$ cat src/tcw_pkg.sv
package tcw_pkg;

    localparam int CMD_W       = 2;
    localparam int CHAR_W      = 8;
    localparam int COLOR_W     = 8;
    localparam int CELL_W      = 16;
    localparam int COL_FIELD_W = 7;
    localparam int ROW_FIELD_W = 5;
    localparam int NIBBLE_W    = 4;

    localparam logic [CMD_W-1:0] CMD_PUT    = 2'd0;
    localparam logic [CMD_W-1:0] CMD_PUT_AT = 2'd1;
    localparam logic [CMD_W-1:0] CMD_READ   = 2'd2;

    localparam logic [CHAR_W-1:0] CH_NEWLINE = 8'd10;
    localparam logic [CHAR_W-1:0] CH_RETURN  = 8'd13;
    localparam logic [CHAR_W-1:0] CH_SPACE   = 8'd32;

    // background black, foreground light grey
    localparam logic [COLOR_W-1:0] RESET_COLOR = {4'h0, 4'h7};
    localparam logic [CELL_W-1:0]  CLEAR_CELL  = {RESET_COLOR, CH_SPACE};

    localparam int QUEUE_DEPTH = 2;

    typedef enum logic [2:0] {
        OP_PUT,
        OP_NEWLINE,
        OP_RETURN,
        OP_PUT_AT,
        OP_READ,
        OP_NOP
    } op_code_t;

    typedef struct packed {
        op_code_t                 opcode;
        logic [CELL_W-1:0]        cell_word;
        logic [COLOR_W-1:0]       color;
        logic [COL_FIELD_W-1:0]   col_x;
        logic [ROW_FIELD_W-1:0]   row_y;
    } tcw_op_t;

    typedef struct packed {
        logic [COL_FIELD_W-1:0] cursor_column;
        logic [ROW_FIELD_W-1:0] cursor_row;
        logic [CELL_W-1:0]      cell_data;
        logic                   scrolled;
    } tcw_res_t;

    typedef struct packed {
        logic clearing;
    } back_status_t;

endpackage

$ cat src/tcw_queue.sv
module tcw_queue import tcw_pkg::*; (
    input  logic    clk,
    input  logic    rst_n,
    input  logic    push_valid,
    output logic    push_ready,
    input  tcw_op_t push_op,
    output logic    pop_valid,
    input  logic    pop_ready,
    output tcw_op_t pop_op
);

    localparam int QPW = (QUEUE_DEPTH > 1) ? $clog2(QUEUE_DEPTH) : 1;
    localparam int QCW = $clog2(QUEUE_DEPTH + 1);

    tcw_op_t          slot_reg [QUEUE_DEPTH];
    logic [QPW-1:0]   wr_ptr_reg, wr_ptr_next;
    logic [QPW-1:0]   rd_ptr_reg, rd_ptr_next;
    logic [QCW-1:0]   count_reg, count_next;
    logic             do_push, do_pop;

    assign push_ready = (count_reg != QCW'(QUEUE_DEPTH));
    assign pop_valid  = (count_reg != '0);
    assign pop_op     = slot_reg[rd_ptr_reg];
    assign do_push    = push_valid && push_ready;
    assign do_pop     = pop_valid && pop_ready;

    always_comb
    begin
        wr_ptr_next = wr_ptr_reg;
        rd_ptr_next = rd_ptr_reg;
        count_next  = count_reg;
        if (do_push)
        begin
            wr_ptr_next = (wr_ptr_reg == QPW'(QUEUE_DEPTH - 1)) ? '0 : wr_ptr_reg + 1'b1;
        end
        if (do_pop)
        begin
            rd_ptr_next = (rd_ptr_reg == QPW'(QUEUE_DEPTH - 1)) ? '0 : rd_ptr_reg + 1'b1;
        end
        if (do_push && !do_pop)
        begin
            count_next = count_reg + 1'b1;
        end
        else if (do_pop && !do_push)
        begin
            count_next = count_reg - 1'b1;
        end
    end

    always_ff @(posedge clk or negedge rst_n)
    begin
        if (!rst_n)
        begin
            wr_ptr_reg <= '0;
            rd_ptr_reg <= '0;
            count_reg  <= '0;
        end
        else
        begin
            wr_ptr_reg <= wr_ptr_next;
            rd_ptr_reg <= rd_ptr_next;
            count_reg  <= count_next;
        end
    end

    always_ff @(posedge clk)
    begin
        if (do_push)
        begin
            slot_reg[wr_ptr_reg] <= push_op;
        end
    end

endmodule

$ cat config.mk
export PLATFORM = sky130hd
export DESIGN_NAME = tcw_queue
export DESIGN_NICKNAME = d
export VERILOG_FILES = /design/src/tcw_pkg.sv /design/src/tcw_queue.sv
export SDC_FILE = /design/constraint.sdc
export NUM_CORES = 1
export LEC_CHECK = 0
export ABC_CLOCK_PERIOD_IN_PS = 3600
export BUFFER_PORTS_ARGS = -buffer_cell sky130_fd_sc_hd__buf_2
export CORE_MARGIN = 2
export CORE_UTILIZATION = 51
export CTS_CLUSTER_DIAMETER = 60
export DETAILED_ROUTE_END_ITERATION = 7
export PLACE_DENSITY = 0.77
export SYNTH_ARGS = -nofsm -noshare
export SYNTH_HDL_FRONTEND = slang
export SYNTH_SLANG_ARGS = --single-unit
$ cat constraint.sdc
create_clock -name clk -period 3.6 [get_ports clk]
set_input_delay 0.72 -clock clk [delete_from_list [all_inputs] [get_ports clk]]
set_output_delay 0.72 -clock clk [all_outputs]
set_load 0.005 [all_outputs]
# Yosys cells after proc, flatten, opt, wreduce, memory -nomap -nowiden
# Memories as Yosys holds them, arrays and structs flattened.
# Index checks and enable logic that the tools add are counted.
# W data, S select, Z words.
dict set report word_totals {
  reg_bits 4
  latchBits 0
  ramBits 78
  mem_bits_ro 0
  in_bits 43
  output_inout_bits 41
  wordCells 23
  n_memories 1
}
# name depth width rd rd_clocked_by_memory_dff write_ports line_no
set memory_table {}
lappend memory_table {slot_reg 2 39 1 0 1 tcw_queue.sv:15} ;# tcw_op_t slot_reg [QUEUE_DEPTH];
dict set report op_classes {
  addsub 4
  mul 0
  div_mod_pow 0
  n_lt_le_gt_ge 0
  n_eq_ne 1
  n_shift 0
  n_mux 6
  bitwise_logic 0
  reduce_logical 8
}
# operator count
set op_table {}
lappend op_table {{$logic_and A1 B1 Y1} 4}
lappend op_table {{$mux W1} 4}
lappend op_table {{$mux W2} 2}
lappend op_table {{$reduce_bool A2 Y1} 2}
lappend op_table {{$add A1 B1 Y1 const B} 2}
lappend op_table {{$add A2 B1 Y2 const B} 1}
lappend op_table {{$logic_not A1 Y1} 2}
lappend op_table {{$ne A2 B2 Y1 const B} 1}
lappend op_table {{$sub A2 B1 Y2 const B} 1}

# Logic depth before layout (Yosys ltp)
dict set report logic_depth {
  word_depth 6
  depth_mapped 7
  ltp_nobuf 7
}

# Worst setup path after synthesis
# No wires, ideal clock.
dict set report synth_path {
  path_kind {input-to-reg}
  from {input push_valid}
  to {memory slot_reg[0][0] (netlist bit), enable pin}
  setup_ns 0.435
  t_arrival_ns 2.452
  required_ns 3.165
  setup_slack_ns 0.713
  cell_stages 2
  n_path_buf 0
  path_cell_list {nand2_1 > nor2_1}
}
dict set report synth_between {
  elab_chain_len 3
}
# element line_no
set synth_rtl {}
lappend synth_rtl {{from (decl)} tcw_queue.sv:4} ;# input logic push_valid,
lappend synth_rtl {{$logic_and A1 B1 Y1} tcw_queue.sv:24} ;# assign do_push = push_valid && push_ready;
lappend synth_rtl {{$mux W1} tcw_queue.sv:68} ;# if (do_push)
lappend synth_rtl {{$mux W1 (implied by the code)} tcw_queue.sv:70} ;# slot_reg[wr_ptr_reg] <= push_op;
lappend synth_rtl {{to (decl)} tcw_queue.sv:15}
# No other way between the ends.

==> flow_metrics.tcl <==
set metrics [dict create \
    largest_reg_flops 78 \
    grt_pass1_wl_mm 7.45 \
    min-delay-path-class "input pin to asynchronous set/reset pin" \
    core_um2 5820 \
    totalWireLength_mm 4.90 \
    clk_pin_slew_ps 70 \
    worst_slew_pin_slew_ps 926 \
    fin_area_um2 3670 \
    grt_overflow 0 \
    die-area_um2 6580 \
    clock_skew_ps 4.11 \
    fmax_mhz 387 \
    fillers 456 \
    wire_per_inst_um 15.8 \
    comb_power_share 0.267 \
    grt_pass1_vias 1615 \
    cts_tree "built" \
    fin_crit_ps 2590 \
    layout-drive-gt1-share 0.604 \
    post-route-period-util 0.719 \
    setup_viol 0 \
    insertion_delay_ps 330 \
    die_width_um 81.1 \
    antenna_cells 0 \
    slowest_delay_ps 980 \
    syn_avg_cell_area_um2 21.8 \
    critPathArrivalTime_ps 1870 \
    synth_seq_area_share 0.805 \
    drtIter0Drc 106 \
    ys_types 14 \
    initial_core_util 0.522 \
    ys_ff_latch 82 \
    port_buffers 83 \
    crit_slowest_cell "dfrtp_2" \
    clkPwrFrac 0.199 \
    dp_hpwl_mm 3.16 \
    status "finished clean" \
    synthCells 139 \
    start_kind "register" \
    vias 1534 \
    path_class "register to output port" \
    crit_required_ps 2880 \
    place_inst 294 \
    cts_max_path_buffers 2 \
    whs_ps 181 \
    cp-end-kind "output port" \
    internal_power_uw 1960 \
    netSwitchingPower_uw 771 \
    peakVddDrop_mv 0.615 \
    ant_nets 0 \
    cts_sinks 82 \
    rows 28 \
    synth_area_um2 3030 \
    htreeDepth 3 \
    switching_share 0.282 \
    p_seq_frac 0.534 \
    rsz0062_at_grt "no" \
    slew_headroom 0.383 \
    grt_max_degree 41 \
    cts_setup_buffers 0 \
    cts_hold_buf 0 \
    final_nets 274 \
    pin_count 84 \
    die_h_um 81.1 \
    timing.final.hold_violations 0 \
    cts_resized 0 \
    gp_congestion 0.698 \
    leakage_uw 0.00139 \
    cts_root_buf "clkbuf_8" \
    fin_tns_setup_ps 0 \
    total_power_uw 2730 \
    firstDrtPassIters 4 \
    slew_viol_final 0 \
    cp_max_fo 40 \
    synthesis.nets 183 \
    final_cells 310 \
    area_delta_synth_final_pct 21.2 \
    track_usage 0.160 \
    cap_violations 0 \
    cts_made_buffers 9 \
    drc 0 \
    placed_area_um2 3510 \
    crit_chain "mux2_2 > buf_2" \
    antenna_found_initial 0 \
    powerDensity_nw_per_um2 744 \
    yosysWarnings 0 \
    viasPerCell 4.95 \
]
cells in the final DEF, fill, tap and decap left out, types with 2 or more instances in the layout:
cell type	count
clkinv_2	2
clkinvlp_4	2
edfxtp_1	78
xor2_1	2
clkinv_1	3
xnor2_1	3
dfrtp_1	3
clkbuf_8	9
mux2_2	39
buf_2	83
metrics by stage:
stage          utilization  setup WS (ps)
2_1_floorplan            -            713
5_1_grt              0.632            907
3_5_place_dp         0.604           1350
3_3_place_gp         0.604           1330
6_report             0.632           1010
4_1_cts              0.632            970
critical path, delay by kind of cell (launching register included):
family	cells	cell delay, ps
flops	1	980
mux	1	430
buf+inv	1	130
layer usage:
layer	track usage	routed length [µm]	vias up
met3	0.0422	223	9
li1	-	-	719
met4	0.0949	54	0
met1	0.193	2050	763
met5	0	0	-
met2	0.258	2570	43
layout make-up:
cell class / count / area (µm²) / area share
inverter: 1 / 3.75 / 0.00102
tap: 75 / 93.8 / 0.0255
sequential: 82 / 2440 / 0.665
multi-input combinational: 52 / 551 / 0.150
clock inverter: 7 / 36.3 / 0.00987
clock buffer: 9 / 124 / 0.0337
timing repair buffer: 84 / 423 / 0.115
kinds of logic after synthesis:
group / count (synthesis) / share of synthesized area
muxes: 39 / 0.145
buffers and inverters: 5 / 0.0161
xor gates and xnor gates: 5 / 0.0144
adders and majority gates: 1 / 0.00412
and+or+nand+nor: 7 / 0.0153
DFF: 82 / 0.805
cells in the mapped netlist (all sizes together):
library cell | number | area share
ha | 1 | 0.0041
or2 | 1 | 0.0029
nand2b | 1 | 0.0045
and3 | 1 | 0.0021
edfxtp | 78 | 0.77
buf | 4 | 0.015
inv | 1 | 0.0012
nand2 | 2 | 0.0033
mux2 | 39 | 0.14
nor2 | 2 | 0.0025
dfrtp | 4 | 0.033
xnor2 | 3 | 0.0087
xor2 | 2 | 0.0058
worst paths after layout:
kind | from | to | slack, ps | cells past startpoint
min in group clk | wr_ptr_reg$_DFFE_PN0P_ | wr_ptr_reg$_DFFE_PN0P_ | 550 | 1
max reg2reg | count_reg[0]$_DFFE_PN0P_ | slot_reg[0][35]$_DFFE_PP_ | 1660 | 4
min | rst_n | wr_ptr_reg$_DFFE_PN0P_ | 180 | 1
max in group asynchronous | rst_n | rd_ptr_reg$_DFFE_PN0P_ | 3290 | 1
max | rd_ptr_reg$_DFFE_PN0P_ | pop_op[7] | 1010 | 2
min reg2reg | wr_ptr_reg$_DFFE_PN0P_ | wr_ptr_reg$_DFFE_PN0P_ | 550 | 1
power groups by stage:
stage	Combinational (µW)	Sequential (µW)	Clock (µW)
detailed placement	745	1480	0
global route	799	1490	604
global placement	738	1470	0
finish	730	1460	544
CTS	749	1460	559
floorplan	547	1390	0
(Power assumes the default switching activity.)
