$ cat src/tcw_pkg.sv
package tcw_pkg;

    localparam int CMD_W       = 2;
    localparam int CHAR_W      = 8;
    localparam int COLOR_W     = 8;
    localparam int CELL_W      = 16;
    localparam int COL_FIELD_W = 7;
    localparam int ROW_FIELD_W = 5;
    localparam int NIBBLE_W    = 4;

    localparam logic [CMD_W-1:0] CMD_PUT    = 2'd0;
    localparam logic [CMD_W-1:0] CMD_PUT_AT = 2'd1;
    localparam logic [CMD_W-1:0] CMD_READ   = 2'd2;

    localparam logic [CHAR_W-1:0] CH_NEWLINE = 8'd10;
    localparam logic [CHAR_W-1:0] CH_RETURN  = 8'd13;
    localparam logic [CHAR_W-1:0] CH_SPACE   = 8'd32;

    // background black, foreground light grey
    localparam logic [COLOR_W-1:0] RESET_COLOR = {4'h0, 4'h7};
    localparam logic [CELL_W-1:0]  CLEAR_CELL  = {RESET_COLOR, CH_SPACE};

    localparam int QUEUE_DEPTH = 2;

    typedef enum logic [2:0] {
        OP_PUT,
        OP_NEWLINE,
        OP_RETURN,
        OP_PUT_AT,
        OP_READ,
        OP_NOP
    } op_code_t;

    typedef struct packed {
        op_code_t                 opcode;
        logic [CELL_W-1:0]        cell_word;
        logic [COLOR_W-1:0]       color;
        logic [COL_FIELD_W-1:0]   col_x;
        logic [ROW_FIELD_W-1:0]   row_y;
    } tcw_op_t;

    typedef struct packed {
        logic [COL_FIELD_W-1:0] cursor_column;
        logic [ROW_FIELD_W-1:0] cursor_row;
        logic [CELL_W-1:0]      cell_data;
        logic                   scrolled;
    } tcw_res_t;

    typedef struct packed {
        logic clearing;
    } back_status_t;

endpackage

$ cat src/tcw_ifs.sv
interface tcw_req_if import tcw_pkg::*; ();
    logic                   valid;
    logic                   ready;
    logic [CMD_W-1:0]       command;
    logic [CHAR_W-1:0]      character;
    logic [COLOR_W-1:0]     cell_color;
    logic [COL_FIELD_W-1:0] column_x;
    logic [ROW_FIELD_W-1:0] row_y;

    modport source (
        output valid, command, character, cell_color, column_x, row_y,
        input  ready
    );
    modport sink (
        input  valid, command, character, cell_color, column_x, row_y,
        output ready
    );
endinterface


$ cat src/tcw_front.sv
module tcw_front import tcw_pkg::*; #(
    parameter int COLUMNS = 80,
    parameter int ROWS    = 25
) (
    input  logic               clk,
    input  logic               rst_n,
    input  logic               cfg_wr_en,
    input  logic [COLOR_W-1:0] cfg_wr_data,
    tcw_req_if.sink            request,
    input  back_status_t       status,
    output logic               push_valid,
    input  logic               push_ready,
    output tcw_op_t            push_op
);

    logic [COLOR_W-1:0] text_color_reg;
    logic               in_range;

    always_ff @(posedge clk or negedge rst_n)
    begin
        if (!rst_n)
        begin
            text_color_reg <= RESET_COLOR;
        end
        else if (cfg_wr_en)
        begin
            text_color_reg <= cfg_wr_data;
        end
    end

    assign in_range = (int'(request.column_x) < COLUMNS) && (int'(request.row_y) < ROWS);

    // hold off input while the back end sweeps the buffer after reset
    assign request.ready = push_ready && !status.clearing;
    assign push_valid    = request.valid && !status.clearing;

    always_comb
    begin
        push_op.cell_word = {text_color_reg, request.character};
        push_op.color     = text_color_reg;
        push_op.col_x     = request.column_x;
        push_op.row_y     = request.row_y;
        push_op.opcode    = OP_NOP;
        unique case (request.command)
            CMD_PUT:
            begin
                if (request.character == CH_NEWLINE)
                begin
                    push_op.opcode = OP_NEWLINE;
                end
                else if (request.character == CH_RETURN)
                begin
                    push_op.opcode = OP_RETURN;
                end
                else
                begin
                    push_op.opcode = OP_PUT;
                end
            end
            CMD_PUT_AT:
            begin
                push_op.cell_word = {request.cell_color, request.character};
                push_op.opcode    = in_range ? OP_PUT_AT : OP_NOP;
            end
            CMD_READ:
            begin
                push_op.opcode = in_range ? OP_READ : OP_NOP;
            end
            default:
            begin
                push_op.opcode = OP_NOP;
            end
        endcase
    end

endmodule

$ cat src/flat_wrapper.sv
// flat-port wrapper written by rule: the top's interface ports become plain ports
module tcw_front_flat import tcw_pkg::*;
#(
    parameter int COLUMNS = 80,
    parameter int ROWS    = 25
)
  (clk, rst_n, cfg_wr_en, cfg_wr_data, status, push_valid, push_ready, push_op, request_valid, request_command, request_character, request_cell_color, request_column_x, request_row_y, request_ready);
  tcw_req_if request_i ();
  input  logic clk;
  input  logic rst_n;
  input  logic cfg_wr_en;
  input  logic [COLOR_W-1:0] cfg_wr_data;
  input  back_status_t status;
  output logic push_valid;
  input  logic push_ready;
  output tcw_op_t push_op;
  input wire logic [$bits(request_i.valid)-1:0] request_valid;
  input wire logic [$bits(request_i.command)-1:0] request_command;
  input wire logic [$bits(request_i.character)-1:0] request_character;
  input wire logic [$bits(request_i.cell_color)-1:0] request_cell_color;
  input wire logic [$bits(request_i.column_x)-1:0] request_column_x;
  input wire logic [$bits(request_i.row_y)-1:0] request_row_y;
  output wire logic [$bits(request_i.ready)-1:0] request_ready;
  assign request_i.valid = request_valid;
  assign request_i.command = request_command;
  assign request_i.character = request_character;
  assign request_i.cell_color = request_cell_color;
  assign request_i.column_x = request_column_x;
  assign request_i.row_y = request_row_y;
  assign request_ready = request_i.ready;
  tcw_front #(.COLUMNS(COLUMNS), .ROWS(ROWS)) u_core (.clk(clk), .rst_n(rst_n), .cfg_wr_en(cfg_wr_en), .cfg_wr_data(cfg_wr_data), .request(request_i), .status(status), .push_valid(push_valid), .push_ready(push_ready), .push_op(push_op));
endmodule
$ cat config.mk
export PLATFORM = sky130hd
export DESIGN_NAME = tcw_front_flat
export DESIGN_NICKNAME = d
export VERILOG_FILES = /design/src/tcw_pkg.sv /design/src/tcw_ifs.sv /design/src/tcw_front.sv /design/src/flat_wrapper.sv
export SDC_FILE = /design/constraint.sdc
export NUM_CORES = 1
export LEC_CHECK = 0
export BUFFER_PORTS_ARGS = -buffer_cell sky130_fd_sc_hd__buf_2
export CAP_MARGIN = 20
export CORE_MARGIN = 3
export CORE_UTILIZATION = 34
export DETAILED_ROUTE_END_ITERATION = 7
export GPL_TIMING_DRIVEN = 0
export PLACE_DENSITY = 0.83
export SKIP_CTS_REPAIR_TIMING = 1
export SLEW_MARGIN = 20
export SYNTH_ARGS = -nofsm -noshare
export SYNTH_HDL_FRONTEND = slang
export SYNTH_SLANG_ARGS = --single-unit
$ cat constraint.sdc
create_clock -name clk -period 1.3 [get_ports clk]
set_clock_uncertainty 0.05 [all_clocks]
set_input_delay 0.065 -clock clk [delete_from_list [all_inputs] [get_ports clk]]
set_output_delay 0.065 -clock clk [all_outputs]
set_load 0.005 [all_outputs]
Word level (Yosys, flattened, before mapping)

Cells that the tools add are included.

Magnitude comparators: 2
Equal/unequal tests: 4
Multiplexer cells: 6
Reductions and logical operators: 5

Operator list:

| kind                                                | number |
|---|---|
| equality test 8 x 4 -> 1 bit, second input constant | 2 |
| 2-to-1 mux 16 bit                                   | 1 |
| case mux 3 bit (3 select lines)                     | 1 |
| < comparator 7 bit, second input constant           | 1 |
| 2-to-1 mux 3 bit                                    | 2 |
| < comparator 5 bit, second input constant           | 1 |
| logical AND 1 bit                                   | 3 |
| equality test 2 x 1 -> 1 bit, second input constant | 1 |
| equality test 2 bit, second input constant          | 1 |
| logical NOT 2 bit                                   | 1 |
| 2-to-1 mux 2 bit                                    | 1 |
| logical NOT 1 bit                                   | 1 |
| 2-to-1 mux 1 bit                                    | 1 |

Bits in registers: 8
Input bits: 44
Output and inout bits: 41
Word-level logic and storage cells: 18

Longest topological paths before layout

Gate-level depths: netlist (run 1).

Depth after elaboration: 4
Gate-level depth with buffers: 4
Depth with buffers taken out: 3

Least setup slack after synthesis (run 1)

No wires, ideal clock.

Path type: input-to-output
Start point: input request_character[5]
End point: output push_op[37] in the netlist's numbering
Arrival: 0.734 ns
Data required time: 1.185 ns
Path slack: 0.451 ns
Cell stages on the path: 3
Path buffers: 0
Path through: nor4_4 nand3_1 o41ai_2

RTL lines:

| item            | RTL line           | source |
|---|---|---|
| start, declared | flat_wrapper.sv:19 | `input wire logic [$bits(request_i.character)-1:0] request_character;` |
| end, declared   | flat_wrapper.sv:16 | `output tcw_op_t push_op;` |

==> flow_summary.toml, run 1 <==
[synthesis]
syn_inst = 62
syn_avg_cell_area_um2 = 10.8
ys.warnings.count = 0
synth-simple-area-share_pct = 9.68
syn-num-nets = 106
synthXorXnorAreaFrac_pct = 0
yosys-top-cells-area = "mux2_2 27%, buf_4 23%, dfrtp_1 19%"
ys_ff_latch = 8
synth_top_family_by_area = "multiplexers"
synthMuxAreaShare_pct = 26.8
netlist_area_um2 = 672
netlist-cell-type-count = 16
synth_top_area_share_pct = 26.8
synthAdderAreaFrac_pct = 0
synth-compound-area-share_pct = 8.38
synth_top_area_cell = "mux2_2"
ys_seq_area_share_pct = 30.4

[outcome]
violations = "hold timing"
status = "finished with violations"

[drt]
drc = 0
ant_nets = 0
wl_per_cell_um = 11.8
dr.pass1.iters = 1
via_count = 748
routed_wl_mm = 2.07
viasPerCell = 4.25
drtIter0Drc = 0

[worst_hold_path]
hold_path.class = "primary input to flip-flop"
holdPathStages = 2

[cts]
htreeDepth = 1
cts_tree = "done"
clkTransAtPathRegs_ps = 60
clock_sinks = 8
clockBufferDepth = 2
insertion_delay_ps = 250
cts_root_buf = "clkbuf_4"
cts_made_buffers = 3

[placement]
place_area_um2 = 1100
dpl.hpwl_mm = 1.71
place_ws_ps = 133
dp.cells = 166
portBuffers = 79
gp_congestion = 0.686

[sta]
hold_violations = 1
rsz0062_at_grt = "no"
slew_viol_final = 0
setup_viol = 0
fmaxAchievable_mhz = 865
tightest_slew_ps = 302
period_minus_slack_ps = 1160
tns_ps = 0
relSlewSlack_pct = 79.5
fin_crit_sh_pct = 89.0
whs_ps = -5.18
setup_ws_ps = 144

[critical_path]
slowest_stage = "dfstp_2"
path_buf_inv = 1
critPathMaxFanout = 3
worst_path_largest_cell_delay_ps = 540
worstPathRequired_ps = 1190
path_class = "flip-flop to output port"
crit_arrival_ps = 1040
start_kind = "flip-flop"
cpLargestDelayFamily = "flip-flops"
worstRegToRegCells = 1
endpoint_kind = "output port"
path_cells = "mux2_2, buf_2"
cp_num_cells = 2

[global_routing]
grt-ovfl-total = 0
grt_max_degree = 10
grt_pass1_vias = 705
grt_usage_pct = 14.5
grt_pass1_wl_mm = 2.86
antenna_found_initial = 0

[finish]
antenna_cells = 0
final_cell_area_um2 = 1180
layout_common_cells = "80 x buf_2, 21 x buf_4, 16 x mux2_2"
post-route-util_pct = 65.8
fin_nets = 196
drive_gt1_share_pct = 83.4
fin_cells = 176
areaGrowthSynthToFinish_pct = 76.4
largest_register_ffs = 8
layout_commonest_cell = "buf_2"

[floorplanning]
die-height_um = 50.5
coreArea_um2 = 1800
rows = 15
dieArea_um2 = 2550
die_w_um = 50.5
start_util_pct = 37.3
ios = 85

[pwr]
vdd_drop_max_uv = 555
leakage_nw = 0.660
total_power_uw = 839
powerDensity_nw_per_um2 = 708

[job]
maxCapViolCount = 0
## power by group
group	leakage (nW)	total, mW	internal [mW]	switching (mW)
registers	0.0900	0.299	0.282	0.0170
logic	0.555	0.332	0.211	0.122
clock network	0.0150	0.208	0.118	0.0899
total	0.660	0.839	0.610	0.228
## routing by layer
| metal | vias to the layer above | part of all wire, % | wire [um] | global-route usage [%] |
|---|---|---|---|---|
| met1 | 319 | 32 | 674 | 14.5 |
| met3 | 2 | 12 | 257 | 3.56 |
| met4 | 0 | 0.68 | 14 | 6.73 |
| met5 | - | 0 | 0 | 0 |
| li1 | 376 | - | - | - |
| met2 | 51 | 54 | 1130 | 27.6 |
## path summary, 6_finish.rpt
| path | startpoint | end | slack, ps |
|---|---|---|---|
| worst max-delay path | u_core.text_color_reg[0] | push_op[28] | 140 |
| worst min-delay path | cfg_wr_data[6] | u_core.text_color_reg[6] | -5 |
| worst max register to register | u_core.text_color_reg[3] | u_core.text_color_reg[3] | 480 |
| worst min register to register | u_core.text_color_reg[5] | u_core.text_color_reg[5] | 480 |
| max in group asynchronous | rst_n | u_core.text_color_reg[2] | 820 |
| min in group asynchronous | rst_n | u_core.text_color_reg[4] | 130 |
## final cells by class
class / count / area (um2)
inverter: 1 / 3.75
multi-input combinational: 31 / 302
sequential: 8 / 204
tap: 25 / 31.3
clock buffer: 4 / 26.3
fill: 152 / 617
buffer: 22 / 163
timing repair buffer: 85 / 455
## logic make-up after synthesis
| group | Yosys count |
|---|---|
| compound gates | 6 |
| buf+inv | 23 |
| flops | 8 |
| mux | 16 |
| simple gates | 9 |
## Yosys cell counts, drive strengths merged
cell type / number
o41ai: 1
nor3b: 1
nor4: 1
inv: 1
o311ai: 1
mux2: 16
a21o: 2
dfrtp: 5
nor2b: 3
buf: 22
a41o: 1
dfstp: 3
nand2: 2
o21ai: 1
nand3: 2
(Power assumes the default switching activity.)
==> run 2: changes to the inputs <==
ABC_AREA = 1   (was unset)
CORE_UTILIZATION = 35   (was 34)
PLACE_DENSITY = 0.82   (was 0.83)
==> run 2 against run 1 <==
Net effect: the flow still finishes with violations (hold timing); worst setup slack lost 20 ps; sequential power down 3%; power fell by 0.19%; clock power about the same; via count is 21% higher; final area increased by 5.1%; largest power group unchanged; highest routed layer unchanged.
==> flow_summary.toml, run 2 <==
[outcome]
status = "finished with violations"
violations = "hold timing"

[critical_path]
r2r_start = "u_core.text_color_reg[2]"
start_kind = "flip-flop"
path_class = "flip-flop to output port"
worstRegToRegCells = 2
path_cells = "inv_1, a21oi_2, buf_2"
rrSetupSlack_ps = 440
slowest_stage = "dfstp_2"
endpoint_kind = "output port"
reg2reg_to = "u_core.text_color_reg[2]"
crit_arrival_ps = 1060
worstPathRequired_ps = 1190
critPathMaxFanout = 2
worst_path_largest_cell_delay_ps = 530

[pwr]
seqPwrFrac_pct = 34.6
p_comb_share_pct = 40.6
total_power_uw = 837
vdd_drop_max_uv = 484
internal-power_uw = 589
p_sw_share_pct = 29.6
leakage_nw = 0.757
power.switching_uw = 248
p_clk_share_pct = 24.9
powerDensity_nw_per_um2 = 672

[finish]
layout_common_cells = "81 x buf_2, 20 x buf_4, 18 x nand2_1"
ff_latch_area_um2 = 204
post-route-util_pct = 67.7
layout_commonest_cell = "buf_2"
multiInputGateArea_um2 = 288
largest_register_ffs = 8
final_cell_area_um2 = 1240
drive_gt1_share_pct = 62.2
antenna_cells = 0
fillerInstances = 156
areaGrowthSynthToFinish_pct = 71.3
fin_nets = 238

[placement]
dpl.hpwl_mm = 1.83
portBuffers = 80
place_ws_ps = 389
gp_congestion = 0.675
place_area_um2 = 1160

[synthesis]
ys_seq_area_share_pct = 28.1
syn_avg_cell_area_um2 = 7.06
netlist-cell-type-count = 17
synth_top_area_cell = "buf_4"
synth_top_area_share_pct = 20.7
ys_ff_latch = 8
ys.warnings.count = 0
synth-edff-count = 0
async_reset_ff_share_pct = 100
ys_top_cells_by_count = "20 x buf_4, 18 x nand2_1, 15 x inv_1, 14 x nor2_1, 9 x o21ai_0"
synth_most_common_cell = "buf_4"
ys.flop_type = "dfrtp_1"
syn_inst = 103
yosys-top-cells-area = "buf_4 21%, dfrtp_1 17%, dfstp_2 11%"
netlist_area_um2 = 727
syn-num-nets = 147

[cts]
clkTransAtPathRegs_ps = 60
insertion_delay_ps = 250
cts_root_buf = "clkbuf_4"
cts_tree = "done"
clockBufferDepth = 2
cts_made_buffers = 3
clock_sinks = 8
htreeDepth = 1

[sta]
whs_ps = -27.7
tightest_slew_ps = 197
fmaxAchievable_mhz = 850
tns_ps = 0
rsz0062_at_grt = "no"
hold_violations = 4
fin_crit_sh_pct = 90.5
relSlewSlack_pct = 86.7
setup_viol = 0
setup_ws_ps = 124
period_minus_slack_ps = 1180
slew_viol_final = 0

[drt]
ant_nets = 0
routed_wl_mm = 2.09
via_count = 907
viasPerCell = 4.16
wl_per_cell_um = 9.61
drc = 0
drtIter0Drc = 10
dr.pass1.iters = 4

[floorplanning]
die-height_um = 51.6
ios = 85
dieArea_um2 = 2660
die_w_um = 51.6
start_util_pct = 39.5
coreArea_um2 = 1840
rows = 15

[worst_hold_path]
holdPathStages = 3
hold_path.class = "primary input to flip-flop"
min_from = "cfg_wr_data[0]"
hold_end = "u_core.text_color_reg[0]"

[global_routing]
grt_pass1_wl_mm = 3.18
grt_pass1_vias = 788
grt-ovfl-total = 0
antenna_found_initial = 0
grt_max_degree = 11
grt_usage_pct = 15.3

[job]
maxCapViolCount = 0
run 2: cell count changes after synthesis, moves of 2 or more:
cell     delta
mux2_2     -16
a21oi_2     +8
o21ai_0     +8
a21o_1      -2
nor2_1     +14
nand2_1    +16
inv_1      +14
nor2b_1     -3
run 2: power by group through the flow:
stage / logic (mW) / registers, mW / clock network (mW)
2_1_floorplan: 0.155 / 0.295 / 0
3_5_place_dp: 0.331 / 0.292 / 0
4_1_cts: 0.332 / 0.289 / 0.215
5_1_grt: 0.382 / 0.292 / 0.226
3_3_place_gp: 0.322 / 0.292 / 0
6_report: 0.340 / 0.289 / 0.208
run 2: worst max-delay path by stage:
stage	start	to	slack, ps
3_3_place_gp	u_core.text_color_reg[2]	push_op[30]	410
4_1_cts	u_core.text_color_reg[2]	push_op[30]	110
3_5_place_dp	u_core.text_color_reg[2]	push_op[30]	390
2_1_floorplan	u_core.text_color_reg[0]	u_core.text_color_reg[0]	480
5_1_grt	u_core.text_color_reg[2]	push_op[30]	70
6_report	u_core.text_color_reg[2]	push_op[30]	120
run 2: per-layer routing:
layer / vias to the layer above / wire length, um / GRT usage (%) / share of wire [%]
li1: 475 / - / - / -
met1: 371 / 738 / 17.2 / 35
met2: 59 / 1070 / 27.5 / 51
met3: 2 / 269 / 3.44 / 13
met4: 0 / 16 / 6.55 / 0.76
met5: - / 0 / 0 / 0
run 2: stage by stage:
| stage | hold WS (ps) | instances |
|---|---|---|
| 6_report | -27.7 | 218 |
| 5_1_grt | -1.33 | 218 |
| 4_1_cts | -406 | 212 |
| 3_5_place_dp | -130 | 208 |
| 3_3_place_gp | -140 | 208 |
| 2_1_floorplan | -281 | 103 |
run 2: kinds of logic (layout without fill, tap and decap cells):
kind of cell / Yosys count / count (layout) / synth area share, %
AND/OR/NAND/NOR: 39 / 39 / 22.5
AO/OA/AOI/OAI: 18 / 18 / 17.0
buffers and inverters: 38 / 128 / 32.4
flip-flops: 8 / 8 / 28.1
run 2: worst max-delay path: cells and delay by family, from the launching register on:
family / cells / cell delay, ps
AOI/OAI and AO/OA: 1 / 110
buffers and inverters: 2 / 170
DFF: 1 / 530
run 2: area by class of cell:
| type | instances | share of cell area [%] |
|---|---|---|
| inverter | 16 | 4.82 |
| buffer | 22 | 14.1 |
| clock buffer | 4 | 2.11 |
| sequential | 8 | 16.4 |
| multi-input combinational | 57 | 23.1 |
| tap | 25 | 2.51 |
| timing repair buffer | 86 | 37.0 |
